==> src/rtl/mss_pkg.sv <==
// Shared types, codes and the seven-segment decode table for the display scanner.
package mss_pkg;

  // Item operation codes
  typedef enum logic [1:0] {
    OP_REFRESH = 2'd0,
    OP_WRITE   = 2'd1,
    OP_TOGGLE  = 2'd2
  } op_e;

  // Register indexes on the configuration port
  typedef enum logic [1:0] {
    REG_NUM_DIGITS   = 2'd0,
    REG_FLASH_FIRST  = 2'd1,
    REG_FLASH_LAST   = 2'd2,
    REG_FLASH_PERIOD = 2'd3
  } reg_e;

  localparam int unsigned SegDot   = 7;
  localparam logic [3:0]  NumReset = 4'd8;

  // One input request, unpacked from tdata
  typedef struct packed {
    logic [2:0] range_last;
    logic [2:0] range_first;
    logic [3:0] bcd_digit;
    logic [2:0] position;
    logic       clear_first;
    logic [1:0] operation;
  } item_t;

  // Flash settings handed to the scan controller
  typedef struct packed {
    logic [2:0]  flash_first;
    logic [2:0]  flash_last;
    logic [15:0] flash_period;
  } flash_cfg_t;

  // Configuration write events that touch scan state
  typedef struct packed {
    logic ndig_wr;
    logic flash_wr;
  } cfg_evt_t;

  // BCD to segments A..G, blank for codes ten and up
  function automatic logic [7:0] seg_image(input logic [3:0] bcd);
    logic [7:0] img;
    case (bcd)
      4'd0:    img = 8'h3F;
      4'd1:    img = 8'h06;
      4'd2:    img = 8'h5B;
      4'd3:    img = 8'h4F;
      4'd4:    img = 8'h66;
      4'd5:    img = 8'h6D;
      4'd6:    img = 8'h7D;
      4'd7:    img = 8'h07;
      4'd8:    img = 8'h7F;
      4'd9:    img = 8'h6F;
      default: img = 8'h00;
    endcase
    return img;
  endfunction

endpackage

==> src/rtl/mss_store.sv <==
// Segment pattern store: BCD writes with optional clear, dot toggles over a range.
module mss_store #(
  parameter int unsigned MAX_DIGITS = 8,
  parameter int unsigned AW = 3,
  parameter int unsigned NW = 4
) (
  input  logic                 clk_i,
  input  logic                 rst_ni,
  input  logic                 req_i,
  input  mss_pkg::item_t       item_i,
  input  logic [NW-1:0]        eff_num_i,
  input  logic [AW-1:0]        rd_idx_i,
  output logic [7:0]           rd_seg_o
);
  import mss_pkg::*;

  logic [7:0] pat_q [MAX_DIGITS];
  logic [7:0] pat_d [MAX_DIGITS];
  logic [7:0] img;
  logic       pos_ok;
  int         last_c;

  assign img    = seg_image(item_i.bcd_digit);
  assign pos_ok = (5'(item_i.position) < 5'(eff_num_i));
  assign last_c = (int'(item_i.range_last) > int'(MAX_DIGITS) - 1) ?
                  int'(MAX_DIGITS) - 1 : int'(item_i.range_last);

  // Next value of every entry, all in parallel
  always_comb begin
    for (int i = 0; i < int'(MAX_DIGITS); i++) begin
      pat_d[i] = pat_q[i];
      if (req_i) begin
        case (op_e'(item_i.operation))
          OP_WRITE: begin
            if (item_i.clear_first) pat_d[i] = 8'h00;
            if (pos_ok && int'(item_i.position) == i) pat_d[i] = img;
          end
          OP_TOGGLE: begin
            if (i >= int'(item_i.range_first) && i <= last_c) begin
              pat_d[i][SegDot] = ~pat_q[i][SegDot];
            end
          end
          default: ;
        endcase
      end
    end
  end

  // Hold patterns
  always_ff @(posedge clk_i or negedge rst_ni) begin
    if (!rst_ni) begin
      for (int i = 0; i < int'(MAX_DIGITS); i++) pat_q[i] <= 8'h00;
    end else begin
      for (int i = 0; i < int'(MAX_DIGITS); i++) pat_q[i] <= pat_d[i];
    end
  end

  assign rd_seg_o = pat_q[rd_idx_i];

endmodule

==> src/rtl/mss_scan.sv <==
// Scan controller: active digit, whole-scan counter and flash blanking decision.
module mss_scan #(
  parameter int unsigned AW = 3,
  parameter int unsigned NW = 4,
  parameter logic [AW-1:0] RST_ACTIVE = '1
) (
  input  logic                 clk_i,
  input  logic                 rst_ni,
  input  logic                 tick_i,
  input  logic [NW-1:0]        eff_num_i,
  // Effective digit count carried by a digit-count register write
  input  logic [NW-1:0]        load_num_i,
  input  mss_pkg::flash_cfg_t  cfg_i,
  input  mss_pkg::cfg_evt_t    evt_i,
  output logic [AW-1:0]        active_o,
  output logic [AW-1:0]        nxt_active_o,
  output logic                 blank_o
);
  import mss_pkg::*;

  logic [AW-1:0] active_q, active_d;
  logic [15:0]   scan_q, scan_d;
  logic [NW-1:0] inc;
  logic          wrap;
  logic [16:0]   cnt_inc;
  logic [15:0]   scan_nxt;
  logic          in_range;

  // Advance the active digit modulo the digit count
  assign inc          = NW'(active_q) + NW'(1);
  assign wrap         = (inc >= eff_num_i);
  assign nxt_active_o = wrap ? '0 : AW'(inc);

  // Count whole scans against the flash period
  assign cnt_inc  = {1'b0, scan_q} + 17'd1;
  assign scan_nxt = !wrap ? scan_q :
                    (cnt_inc >= {1'b0, cfg_i.flash_period}) ? 16'd0 : cnt_inc[15:0];

  // Blank in the second half of the period inside the flash range
  assign in_range = (5'(nxt_active_o) >= 5'(cfg_i.flash_first)) &&
                    (5'(nxt_active_o) <= 5'(cfg_i.flash_last));
  assign blank_o  = (cfg_i.flash_period != 16'd0) &&
                    (scan_nxt >= (cfg_i.flash_period >> 1)) && in_range;

  always_comb begin
    active_d = active_q;
    scan_d   = scan_q;
    if (evt_i.ndig_wr) begin
      active_d = AW'(load_num_i - NW'(1));
    end else if (tick_i) begin
      active_d = nxt_active_o;
    end
    if (evt_i.flash_wr) begin
      scan_d = 16'd0;
    end else if (tick_i) begin
      scan_d = scan_nxt;
    end
  end

  // Hold scan state
  always_ff @(posedge clk_i or negedge rst_ni) begin
    if (!rst_ni) begin
      active_q <= RST_ACTIVE;
      scan_q   <= 16'd0;
    end else begin
      active_q <= active_d;
      scan_q   <= scan_d;
    end
  end

  assign active_o = active_q;

endmodule

==> src/rtl/multiplexed_seven_segment_scanner.sv <==
// Top level of the multiplexed seven-segment scanner: ports, registers, result stage.
//
//  Channel   Dir  Handshake               Payload
//  s_axis    in   tvalid/tready           tdata[15:0] item (write, toggle, refresh tick)
//  m_axis    out  tvalid/tready           tdata[15:0] segments, digit_select
//  apb       in   psel/penable/pwrite     paddr[3:0], pwdata/prdata[31:0]
//
// On each accepted request the store or the scan counter updates and the
// refresh result lands in the output register at the same edge as acceptance.
// One item per cycle is sustained while the output is free or being taken.
// A stalled result holds its register; a new request enters only as it leaves.
// Reset clears all patterns and makes the digit count eight; no clearing pass.
module multiplexed_seven_segment_scanner #(
  parameter int unsigned MAX_DIGITS = 8
) (
  input  logic        clk_i,
  input  logic        rst_ni,
  input  logic        s_axis_tvalid,
  output logic        s_axis_tready,
  // [1:0] operation, [2] clear_first, [5:3] position, [9:6] bcd_digit,
  // [12:10] range_first, [15:13] range_last
  input  logic [15:0] s_axis_tdata,
  output logic        m_axis_tvalid,
  input  logic        m_axis_tready,
  // [7:0] segments, [10:8] digit_select, [15:11] zero
  output logic [15:0] m_axis_tdata,
  input  logic        psel,
  input  logic        penable,
  input  logic        pwrite,
  input  logic [3:0]  paddr,
  input  logic [31:0] pwdata,
  output logic [31:0] prdata,
  output logic        pready
);
  import mss_pkg::*;

  localparam int unsigned AW = (MAX_DIGITS > 1) ? $clog2(MAX_DIGITS) : 1;
  localparam int unsigned NW = $clog2(MAX_DIGITS + 1);
  localparam int unsigned RST_NUM = (MAX_DIGITS < 32'(NumReset)) ? MAX_DIGITS :
                                    32'(NumReset);

  logic [3:0]    num_digits_q;
  flash_cfg_t    flash_q;
  logic          cfg_wr;
  reg_e          cfg_reg;
  cfg_evt_t      evt;
  logic [4:0]    num_ext;
  logic [NW-1:0] eff_num;
  logic [4:0]    wr_ext;
  logic [NW-1:0] wr_num;
  item_t         item;
  logic          s_fire;
  logic          tick;
  logic [AW-1:0] active;
  logic [AW-1:0] nxt_active;
  logic          blank;
  logic [7:0]    rd_seg;
  logic          out_valid_q;
  logic [7:0]    seg_q;
  logic [2:0]    sel_q;

  // Configuration port decode
  assign pready  = 1'b1;
  assign cfg_wr  = psel && penable && pwrite && pready;
  assign cfg_reg = reg_e'(paddr[3:2]);
  assign evt.ndig_wr  = cfg_wr && (cfg_reg == REG_NUM_DIGITS);
  assign evt.flash_wr = cfg_wr && (cfg_reg != REG_NUM_DIGITS);

  always_comb begin
    case (cfg_reg)
      REG_NUM_DIGITS:   prdata = {28'd0, num_digits_q};
      REG_FLASH_FIRST:  prdata = {29'd0, flash_q.flash_first};
      REG_FLASH_LAST:   prdata = {29'd0, flash_q.flash_last};
      REG_FLASH_PERIOD: prdata = {16'd0, flash_q.flash_period};
      default:          prdata = 32'd0;
    endcase
  end

  // Hold configuration registers
  always_ff @(posedge clk_i or negedge rst_ni) begin
    if (!rst_ni) begin
      num_digits_q  <= NumReset;
      flash_q       <= '0;
    end else if (cfg_wr) begin
      case (cfg_reg)
        REG_NUM_DIGITS:   num_digits_q         <= pwdata[3:0];
        REG_FLASH_FIRST:  flash_q.flash_first  <= pwdata[2:0];
        REG_FLASH_LAST:   flash_q.flash_last   <= pwdata[2:0];
        REG_FLASH_PERIOD: flash_q.flash_period <= pwdata[15:0];
        default: ;
      endcase
    end
  end

  // Clamp the digit count to one through MAX_DIGITS
  assign num_ext = {1'b0, num_digits_q};
  assign eff_num = (num_ext == 5'd0) ? NW'(1) :
                   (num_ext > 5'(MAX_DIGITS)) ? NW'(MAX_DIGITS) : NW'(num_ext);

  // Clamp the digit count being written, for the active digit reload
  assign wr_ext = {1'b0, pwdata[3:0]};
  assign wr_num = (wr_ext == 5'd0) ? NW'(1) :
                  (wr_ext > 5'(MAX_DIGITS)) ? NW'(MAX_DIGITS) : NW'(wr_ext);

  // Input request
  assign item          = item_t'(s_axis_tdata);
  assign s_axis_tready = !out_valid_q || m_axis_tready;
  assign s_fire        = s_axis_tvalid && s_axis_tready;
  assign tick          = s_fire && (op_e'(item.operation) == OP_REFRESH);

  mss_store #(
    .MAX_DIGITS (MAX_DIGITS),
    .AW         (AW),
    .NW         (NW)
  ) u_store (
    .clk_i     (clk_i),
    .rst_ni    (rst_ni),
    .req_i     (s_fire),
    .item_i    (item),
    .eff_num_i (eff_num),
    .rd_idx_i  (nxt_active),
    .rd_seg_o  (rd_seg)
  );

  mss_scan #(
    .AW         (AW),
    .NW         (NW),
    .RST_ACTIVE (AW'(RST_NUM - 1))
  ) u_scan (
    .clk_i        (clk_i),
    .rst_ni       (rst_ni),
    .tick_i       (tick),
    .eff_num_i    (eff_num),
    .load_num_i   (wr_num),
    .cfg_i        (flash_q),
    .evt_i        (evt),
    .active_o     (active),
    .nxt_active_o (nxt_active),
    .blank_o      (blank)
  );

  // Result register: load on a refresh tick, drop when taken
  always_ff @(posedge clk_i or negedge rst_ni) begin
    if (!rst_ni) begin
      out_valid_q <= 1'b0;
    end else if (s_axis_tready) begin
      out_valid_q <= tick;
    end
  end

  always_ff @(posedge clk_i) begin
    if (tick) begin
      seg_q <= blank ? 8'h00 : rd_seg;
      sel_q <= 3'(nxt_active);
    end
  end

  assign m_axis_tvalid = out_valid_q;
  assign m_axis_tdata  = {5'd0, sel_q, seg_q};

  // Active digit stays inside the digits in use
  a_active_in_range: assert property (@(posedge clk_i) disable iff (!rst_ni)
    NW'(active) < eff_num)
    else $error("active digit outside digit count");

  // A refresh tick always yields a result next cycle
  a_tick_result: assert property (@(posedge clk_i) disable iff (!rst_ni)
    tick |=> m_axis_tvalid)
    else $error("refresh tick produced no result");

  // Writes, toggles and unused codes yield no result
  a_no_spurious: assert property (@(posedge clk_i) disable iff (!rst_ni)
    (s_fire && !tick) |=> !m_axis_tvalid)
    else $error("result without refresh tick");

endmodule
==> config.mk <==
export PLATFORM = sky130hd
export DESIGN_NAME = multiplexed_seven_segment_scanner
export DESIGN_NICKNAME = d
export VERILOG_FILES = /design/src/rtl/mss_pkg.sv /design/src/rtl/mss_store.sv /design/src/rtl/mss_scan.sv /design/src/rtl/multiplexed_seven_segment_scanner.sv
export SDC_FILE = /design/constraint.sdc
export NUM_CORES = 1
export LEC_CHECK = 0
export BUFFER_PORTS_ARGS = -buffer_cell sky130_fd_sc_hd__buf_2
export CAP_MARGIN = 20
export CORE_ASPECT_RATIO = 1.1
export CORE_UTILIZATION = 57
export CTS_BUF_LIST = sky130_fd_sc_hd__clkbuf_16
export DETAILED_ROUTE_END_ITERATION = 8
export PLACE_DENSITY = 0.86
export SYNTH_ARGS = -nofsm -noshare
export SYNTH_HDL_FRONTEND = slang
export SYNTH_HIERARCHICAL = 1
export SYNTH_SLANG_ARGS = --single-unit
==> constraint.sdc <==
create_clock -name clk_i -period 10.6 [get_ports clk_i]
set_input_delay 2.12 -clock clk_i [delete_from_list [all_inputs] [get_ports clk_i]]
set_output_delay 2.12 -clock clk_i [all_outputs]
set_load 0.02 [all_outputs]
==> impl_results.md, run 1 <==
* Status: finished clean
* Critical Path Fanout Max at 26
* Initial Util at 58.4%
* Routed WL at 19,000 um
* Leak at 4.13 nW
* First-pass GRT wire length at around 32,000 um
* Placeable Area at 13,900 um2
* CTS tree: built
* Largest net degree at the start of global routing at between 60 and 70
* Clock Sinks at 121
* Arrival time of the worst setup path at 5800 ps
* Clock Tree Buf Depth at 2
* # resized after CTS at 0
* Root Buffer: clkbuf_16
* Post-layout min period at between 5000 and 6000 ps
* Flop pwr share at between 30% and 40%
* VDD IR-drop max at 207 uV
* I/O Pins at 110
* Slew @ Worst Pin at 883 ps
* PwrDens at between 200 and 250 nW/um2
* TritonRoute pass-1 iters at 5
* Max Slew Vio Count at 0
* Worst Path Required at 10,870 ps
* Sw frac at 38.8%
* Clk pwr share at 28.5%
* Syn avg cell area at between 10 and 15 um2
* RSZ-0062 raised after global routing: false
* Final Hold Slack at around 480 ps
* Routed len/inst at 18.0 um
* Layout cell share with drive strength beyond 1 at a little under a quarter
* Hold-fix buffers at CTS at 0
* Critical path endpoint category: flop
* Post-DRT Antenna Nets at 0
* Initial antenna violation count at 0
* Number of global-route vias before repair at roughly 6,400
* Fin nets at 963
* Post-route insts no fill at 1,051
* Max-slew headroom at 40.8%
* Via count at 6,401
* Post-Syn Instances at about 790
* Max-cap viol count at 0
* CP Class: reg -> reg
* Area of the mapped netlist at 8090 um2
* First DRT Iteration DRCs at about 470
* Area growth from synthesis to layout at 11.5%
* Reg2reg end: seg_q[3]
* Critical path launch point type: flop
* R2r setup slk at ~5100 ps
* Ys Warns at 6
* Number of cells after detailed placement at 1,019
* Worst Hold Launch: u_store/pat_q[63]
* DPL Wire Length at roughly 13,000 um
* Die width at 116 um
* Worst Hold End: u_store/pat_q[63]
* Fin crit share at 52.2%
* RePlAce Congestion at approximately 0.87
* Hold path depth at 1
* Net Switching at around 760 uW
* Reg2reg start: u_scan/scan_q[0]
* Setup-failing EPs final at 0
* Max Freq at 181 MHz
* Clk_lat worst skew at 420 ps
* Clk_skew at slightly above 8 ps
* HP Class: reg -> reg
* Vias/cell at between 6 and 7
* Gr usage total at approximately 28%
* Die H at 127 um
* Logic pwr share at 40.8%
* Post-route DRC violation count at 0
* Worst r2r path cells at 23
* H-Tree Depth at 4
* Setup TNS at 0 ps
* # diodes at 0
* Site Rows at 45
* Final hold vios at 0
* Post-CTS setup buffer count at 0
* Clock buffer count from CTS at 17
* Int Pwr at 1.20 mW
* PortBufs at 69
* Die ar. at 14,700 um2
* Grt ovf at 0
* Clk slew on worst S/H paths at 60 ps
-- cells in the final DEF, fill, tap and decap left out, types with 12 or more instances in the layout --
cell type    n
nand3b_1    18
ha_1        54
nand2b_1    12
nand3_1     32
dfrtp_1    106
mux2_2      30
buf_2       68
o21ai_1     25
a21oi_1     19
inv_1       48
nand2_1     77
conb_1      22
nor2_1      30
o21ai_0     24
mux2i_1     36
clkbuf_16   18
mux4_2      19
and3_1      15
nor2b_1     20
-- power by group through the flow --
| stage | registers [mW] | clock network, mW | logic [mW] |
|---|---|---|---|
| after global routing | 0.609 | 0.585 | 0.873 |
| after floorplan | 0.587 | 0 | 0.626 |
| final | 0.602 | 0.556 | 0.798 |
| after CTS | 0.600 | 0.561 | 0.793 |
| after detailed placement | 0.606 | 0 | 0.786 |
| after global placement | 0.604 | 0 | 0.759 |
-- flip-flops by register name, indices dropped and copies added, names as in the netlist --
register	flops
u_store/pat_q	64
flash_q	22
u_scan/scan_q	16
seg_q	8
num_digits_q	4
sel_q	3
u_scan/active_o	3
m_axis_tvalid	1
-- cell type report --
| type | count | area, um2 |
|---|---|---|
| clock buffers | 18 | 450 |
| clock inverters | 14 | 120 |
| fillers | 1046 | 4830 |
| inverters | 48 | 180 |
| multi-input cells | 586 | 4550 |
| flip-flops and latches | 121 | 3090 |
| well taps | 188 | 235 |
| repair buffers | 76 | 400 |
-- through the flow --
step / power [mW] / instance area (um2) / setup slack, ps / utilization (%)
6_report: 1.96 / 9020 / 5070 / 65.1
5_1_grt: 2.07 / 9020 / 4580 / 65.1
4_1_cts: 1.95 / 9020 / 5120 / 65.1
3_5_place_dp: 1.39 / 8450 / 5210 / 61.0
3_3_place_gp: 1.36 / 8450 / 5230 / 61.0
2_1_floorplan: 1.21 / 8170 / 5660 / -
-- metal layers --
metal  track usage, %  vias up  wire (um)
met3             5.59       49       1160
li1                 -     2947          -
met5                0        -          0
met4             14.2        0        550
met2             45.4      253       9340
met1             36.3     3152       7920
-- critical path, stage by stage, from the launching register on --
cell,delay [ps]
dfrtp_1,510
ha_1,300
nand2_1,130
nor2_1,250
nand2_1,240
nor3_1,230
xnor2_1,240
inv_1,80
ha_1,300
and4_1,200
o211a_1,230
a2111oi_4,320
o211ai_4,190
nand2b_4,340
o2bb2ai_1,260
ha_1,280
a21o_1,190
a211oi_1,310
nand2_1,70
o21ai_0,140
a21o_1,120
o31ai_1,60
buf_4,200
nor2b_1,170
-- worst max-delay path by stage --
stage	startpoint	to	slack, ps	cells past startpoint
floorplan	paddr[2]	prdata[0]	5660	2
global placement	u_scan/scan_q[0]	seg_q[3]	5230	23
detailed placement	u_scan/scan_q[0]	seg_q[3]	5210	23
CTS	u_scan/scan_q[0]	seg_q[3]	5120	23
global route	u_scan/scan_q[0]	seg_q[3]	4580	22
finish	u_scan/scan_q[0]	seg_q[3]	5070	23
(Power assumes the default switching activity.)
==> run 2, diff against run 1 <==
Settings changed: ABC_AREA from default to 1.
Clock period 10.6 ns to 5.71 ns, I/O delays scaled along.
==> impl_results.md, run 2 <==
* Status: finished clean
* Worst Path Required at 5860 ps (-5010 ps)
* Max reg flops at 64 (unchanged)
* Clk_lat worst skew at 420 ps (about the same)
* I/O Pins at 110 (unchanged)
* PwrDens at 522 nW/um2 (+140%)
* Max-slew headroom at 41.1% (+0.31 points)
* Post-DRT Antenna Nets at 0 (unchanged)
* Clk slew on worst S/H paths at 60 ps (about the same)
* Grt ovf at 0 (unchanged)
* CP Class: reg -> reg
* Area growth from synthesis to layout at 11.7%
* Site Rows at 46 (+2.2%)
* Logic pwr share at 54.5% (+14 points)
* Commonest non-fill, non-tap cell in the layout: nand2_1
* Critical path endpoint category: flop
* Max Freq at 197 MHz (+9.1%)
* VDD IR-drop max at 258 uV (+25%)
* Die ar. at 15,300 um2 (+4.3%)
* Routed WL at 20,700 um (+9.3%)
* Critical Path Fanout Max at 8 (-69%)
* Leak at 5.13 nW (+24%)
* Cell mode on critical path: nand2_1
* Syn avg cell area at 7.40 um2 (-28%)
* Setup TNS at 0 ps (unchanged)
* Setup-failing EPs final at 0 (unchanged)
* Vias/cell at 5.45 (-11%)
* Via count at 7,708 (+20%)
* Largest net degree at the start of global routing at 68 (+6.3%)
* Net Switching at 2.31 mW (+200%)
* Critical path launch point type: flop
* Post-layout min period at 5070 ps (-461 ps)
* Fin crit share at 88.8% (+37 points)
* Ys Warns at 6 (unchanged)
* Slowest stage delay, CP at 590 ps (+80 ps)
* # diodes at 0 (unchanged)
* HP Class: reg -> reg
* # resized after CTS at 0 (unchanged)
* First DRT Iteration DRCs at 673 (+44%)
* Root Buffer: clkbuf_16
* Reg2reg start: u_scan/scan_q[0]
* Layout cell share with drive strength beyond 1 at 15.5% (-8.1 points)
* Reg2reg end: seg_q[2]
* Slew @ Worst Pin at 883 ps (-0.474 ps)
* Largest regs: u_store/pat_q x64, flash_q x22, u_scan/scan_q x16
* CP startpoint: u_scan/scan_q[0]
* DPL Wire Length at 14,500 um (+13%)
* Clk pwr share at 20.9% (-7.6 points)
* Initial Util at 58.5% (about the same)
* Die H at 130 um (+2.1%)
* Flop pwr share at 24.5% (-6.3 points)
* Clock Tree Buf Depth at 2 (unchanged)
* Int Pwr at 2.62 mW (+120%)
* Post-Syn Instances at 1,142 (+44%)
* Area of the mapped netlist at 8450 um2 (+4.4%)
* Post-route DRC violation count at 0 (unchanged)
* Post-CTS setup buffer count at 0 (unchanged)
* PortBufs at 69 (unchanged)
* Number of global-route vias before repair at 7,402 (+16%)
* Slowest-stage cell, CP: a21oi_1
* Commonest cells after routing, fill and taps aside: 419 x nand2_1, 123 x inv_1, 110 x nor2_1
* H-Tree Depth at 4 (unchanged)
* Placeable Area at 14,400 um2 (+4.3%)
* Final hold vios at 0 (unchanged)
* Fin nets at 1,323 (+37%)
* Arrival time of the worst setup path at 5220 ps (-580 ps)
* First-pass GRT wire length at 34,700 um (+9.3%)
* Routed len/inst at 14.7 um (-19%)
* Final Hold Slack at 468 ps (-13.4 ps)
* RePlAce Congestion at 0.931 (+6.7%)
* R2r setup slk at 640 ps (-4430 ps)
* Max Slew Vio Count at 0 (unchanged)
* Max-cap viol count at 0 (unchanged)
* Hold-fix buffers at CTS at 0 (unchanged)
* RSZ-0062 raised after global routing: false
* TritonRoute pass-1 iters at 5 (unchanged)
* CTS tree: built
* Gr usage total at 28.6% (+0.37 points)
* Clock Sinks at 121 (unchanged)
* Biggest register: u_store/pat_q
* Tot Pwr at 4.93 mW (+150%)
* Worst r2r path cells at 35 (+52%)
* Clock buffer count from CTS at 17 (unchanged)
* Clk_skew at 7.28 ps (-1.03 ps)
* Sw frac at 46.8% (+8.0 points)
* Die width at 118 um (+2.1%)
* Setup crit end: seg_q[2]
* Initial antenna violation count at 0 (unchanged)
[run 2: power by group through the flow]
| stage | Combinational [mW] | Sequential, mW | Clock (mW) |
|---|---|---|---|
| after floorplan | 1.98 | 1.20 | 0 |
| after global placement | 2.51 | 1.21 | 0 |
| after detailed placement | 2.58 | 1.22 | 0 |
| after CTS | 2.61 | 1.21 | 1.04 |
| after global routing | 3.02 | 1.23 | 1.08 |
| final | 2.69 | 1.21 | 1.03 |
[run 2: layer usage]
metal	GRT usage, %	wire [um]
met1	33.8	8550
met2	51.2	10400
met5	0	0
met4	13.5	665
met3	4.80	1090
[run 2: cell type report]
type	count	area [um2]
timing repair buffer	75	413
tap	192	240
sequential	121	3090
clock inverter	15	139
fill	1178	5010
multi-input combinational	863	4620
inverter	132	509
clock buffer	17	425
[run 2: worst min path at each step]
stage	depth (start not counted)	start	end
after floorplan	2	u_store/pat_q[10]	u_store/pat_q[10]
after global placement	2	u_store/pat_q[42]	u_store/pat_q[42]
after detailed placement	2	u_store/pat_q[11]	u_store/pat_q[11]
after CTS	2	u_store/pat_q[11]	u_store/pat_q[11]
after global routing	2	u_store/pat_q[44]	u_store/pat_q[44]
final	2	u_store/pat_q[12]	u_store/pat_q[12]
[run 2: critical path: cells and delay by family (launching register included)]
kind	cells	cell delay, ps
AOI/OAI and AO/OA	4	1090
DFF	1	420
buffers and inverters	4	240
adders and majority gates	3	820
and+or+nand+nor	23	1930
xor gates and xnor gates	1	290
[run 2: stage by stage]
stage	std cells	setup WS [ps]	util, %	area, um2
after floorplan	1162	1900	-	8520
after global placement	1381	912	61.2	8840
after detailed placement	1381	788	61.2	8840
after CTS	1413	706	65.1	9400
after global routing	1415	204	65.3	9440
final	1415	638	65.3	9440
==> run 3, diff against run 2 <==
--- a/config.mk
+++ b/config.mk
@@ -14,2 +14,3 @@
 export DETAILED_ROUTE_END_ITERATION = 8
+export GPL_TIMING_DRIVEN = 0
 export PLACE_DENSITY = 0.86
--- a/constraint.sdc
+++ b/constraint.sdc
@@ -3,2 +3,2 @@
 set_output_delay 1.142 -clock clk_i [all_outputs]
-set_load 0.02 [all_outputs]
+set_load 0.05 [all_outputs]
==> impl_results.md, run 3 (synthesized netlist as in run 2, its figures left out) <==
* Largest regs: u_store/pat_q x64, flash_q x22, u_scan/scan_q x16
* Leak at 5.32 nW (+3.8%)
* Register area at 3090 um2 (unchanged)
* DPL Wire Length at 15,700 um (+7.9%)
* Clk_skew at 7.33 ps (+0.0455 ps)
* Largest net degree at the start of global routing at 87 (+28%)
* CTS tree: built
* Die width at 118 um (unchanged)
* Max-cap viol count at 0 (unchanged)
* Initial antenna violation count at 0 (unchanged)
* Slowest stage delay, CP at 420 ps (-170 ps)
* Clock Tree Buf Depth at 2 (unchanged)
* Placeable Area at 14,400 um2 (unchanged)
* FILL cells at 1,164 (-1.2%)
* I/O Pins at 110 (unchanged)
* Critical path launch point type: flop
* Critical Path Fanout Max at 10 (+2)
* Clk slew on worst S/H paths at 50 ps (about the same)
* Number of global-route vias before repair at 7,730 (+4.4%)
* Vias/cell at 5.40 (-0.89%)
* Gr usage total at 29.5% (+0.87 points)
* # resized after CTS at 0 (unchanged)
* Commonest non-fill, non-tap cell in the layout: nand2_1
* Post-route insts no fill at 1,454 (+2.8%)
* Slew @ Worst Pin at 697 ps (-186 ps)
* CP startpoint: u_scan/scan_q[0]
* Number of cells after detailed placement at 1,423 (+3.0%)
* Placed Area at 9140 um2 (+3.4%)
* HP Class: reg -> reg
* PortBufs at 67 (-2.9%)
* Arrival time of the worst setup path at 5000 ps (-220 ps)
* Final instance area at 9730 um2 (+3.1%)
* Final hold vios at 0 (unchanged)
* CP Class: reg -> reg
* Critical path endpoint category: flop
* Commonest cells after routing, fill and taps aside: 419 x nand2_1, 123 x inv_1, 111 x nor2_1
* Max-slew headroom at 53.2% (+12 points)
* Routed WL at 21,600 um (+4.0%)
* # diodes at 0 (unchanged)
* Max Freq at 206 MHz (+4.6%)
* Setup-failing EPs final at 0 (unchanged)
* Reg2reg end: seg_q[7]
* Slowest-stage cell, CP: dfrtp_1
* Fin nets at 1,363 (+3.0%)
* Grt ovf at 0 (unchanged)
* Fin crit share at 84.9% (-3.9 points)
* H-Tree Depth at 4 (unchanged)
* Clock Sinks at 121 (unchanged)
* Post-route DRC violation count at 0 (unchanged)
* First-pass GRT wire length at 35,700 um (+2.8%)
* Final Hold Slack at 469 ps (+0.920 ps)
* Area growth from synthesis to layout at 15.2%
* Die ar. at 15,300 um2 (unchanged)
* Setup crit end: seg_q[7]
* RSZ-0062 raised after global routing: false
* Biggest register: u_store/pat_q
* Max reg flops at 64 (unchanged)
* Root Buffer: clkbuf_16
* Cell mode on critical path: nand2_1
* Initial Util at 58.5% (unchanged)
* Layout cell share with drive strength beyond 1 at 17.1% (+1.6 points)
* Post-DRT Antenna Nets at 0 (unchanged)
* Worst r2r path cells at 31 (-11%)
* Max Slew Vio Count at 0 (unchanged)
* Site Rows at 46 (unchanged)
* Post-CTS setup buffer count at 0 (unchanged)
* TritonRoute pass-1 iters at 5 (unchanged)
* Die H at 130 um (unchanged)
* Reg2reg start: u_scan/scan_q[0]
* RePlAce Congestion at 0.946 (+1.6%)
* Hold-fix buffers at CTS at 0 (unchanged)
* Area of the multi-input gates at 4620 um2 (about the same)
* Clock buffer count from CTS at 17 (unchanged)
* First DRT Iteration DRCs at 648 (-3.7%)
* Clk_lat worst skew at 420 ps (about the same)
* PwrDens at 529 nW/um2 (+1.2%)
* R2r setup slk at 860 ps (+220 ps)
* Via count at 7,850 (+1.8%)
* Worst Path Required at 5860 ps (about the same)
* Status: finished clean
* Post-layout min period at 4850 ps (-225 ps)
* VDD IR-drop max at 305 uV (+18%)
* Tot Pwr at 5.14 mW (+4.3%)
* Routed len/inst at 14.8 um (+1.2%)
* Setup TNS at 0 ps (unchanged)
## run 3: worst max-delay path, delay by kind of cell (launching register included)
family	cells	cell delay, ps
XOR/XNOR	1	270
adder cells (fa/ha/maj)	3	740
flip-flops	1	420
AND/OR/NAND/NOR	20	1930
buffers and inverters	3	450
AO/OA/AOI/OAI	4	780
## run 3: area by class of cell
class	count	share of cell area (%)
well taps	192	2.47
multi-input cells	863	47.5
clock buffers	17	4.37
repair buffers	69	3.87
inverters	132	5.23
clock inverters	14	1.68
flip-flops and latches	121	31.7
plain buffers	46	3.15
## run 3: how the worst min path moves through the flow
stage / to / start / cells past startpoint
after floorplan: u_store/pat_q[10] / u_store/pat_q[10] / 2
final: u_store/pat_q[14] / u_store/pat_q[14] / 2
after global placement: u_store/pat_q[9] / u_store/pat_q[9] / 2
after global routing: u_store/pat_q[4] / u_store/pat_q[4] / 2
after detailed placement: u_store/pat_q[14] / u_store/pat_q[14] / 2
after CTS: u_store/pat_q[14] / u_store/pat_q[14] / 2
## run 3: power breakdown
part | internal (mW) | leakage, nW | switching [mW]
Sequential | 1.08 | 1.57 | 0.142
Clock | 0.714 | 0.301 | 0.383
Combinational | 0.934 | 3.45 | 1.90
Total | 2.72 | 5.32 | 2.42
## run 3: metrics by stage
stage          utilization [%]  worst slack [ps]
6_report                  67.3               863
3_3_place_gp              63.0              1030
2_1_floorplan                -              1900
5_1_grt                   67.3               308
3_5_place_dp              63.3              1010
4_1_cts                   67.3               908
## run 3: metal layers
metal,routed length (um),vias to the layer above,part of all wire (%),global-route usage [%]
met3,1130,63,5.3,6.03
met4,630,0,2.9,15.3
li1,-,3819,-,-
met2,11100,264,52,54.1
met1,8670,3704,40,32.5
met5,0,-,0,0
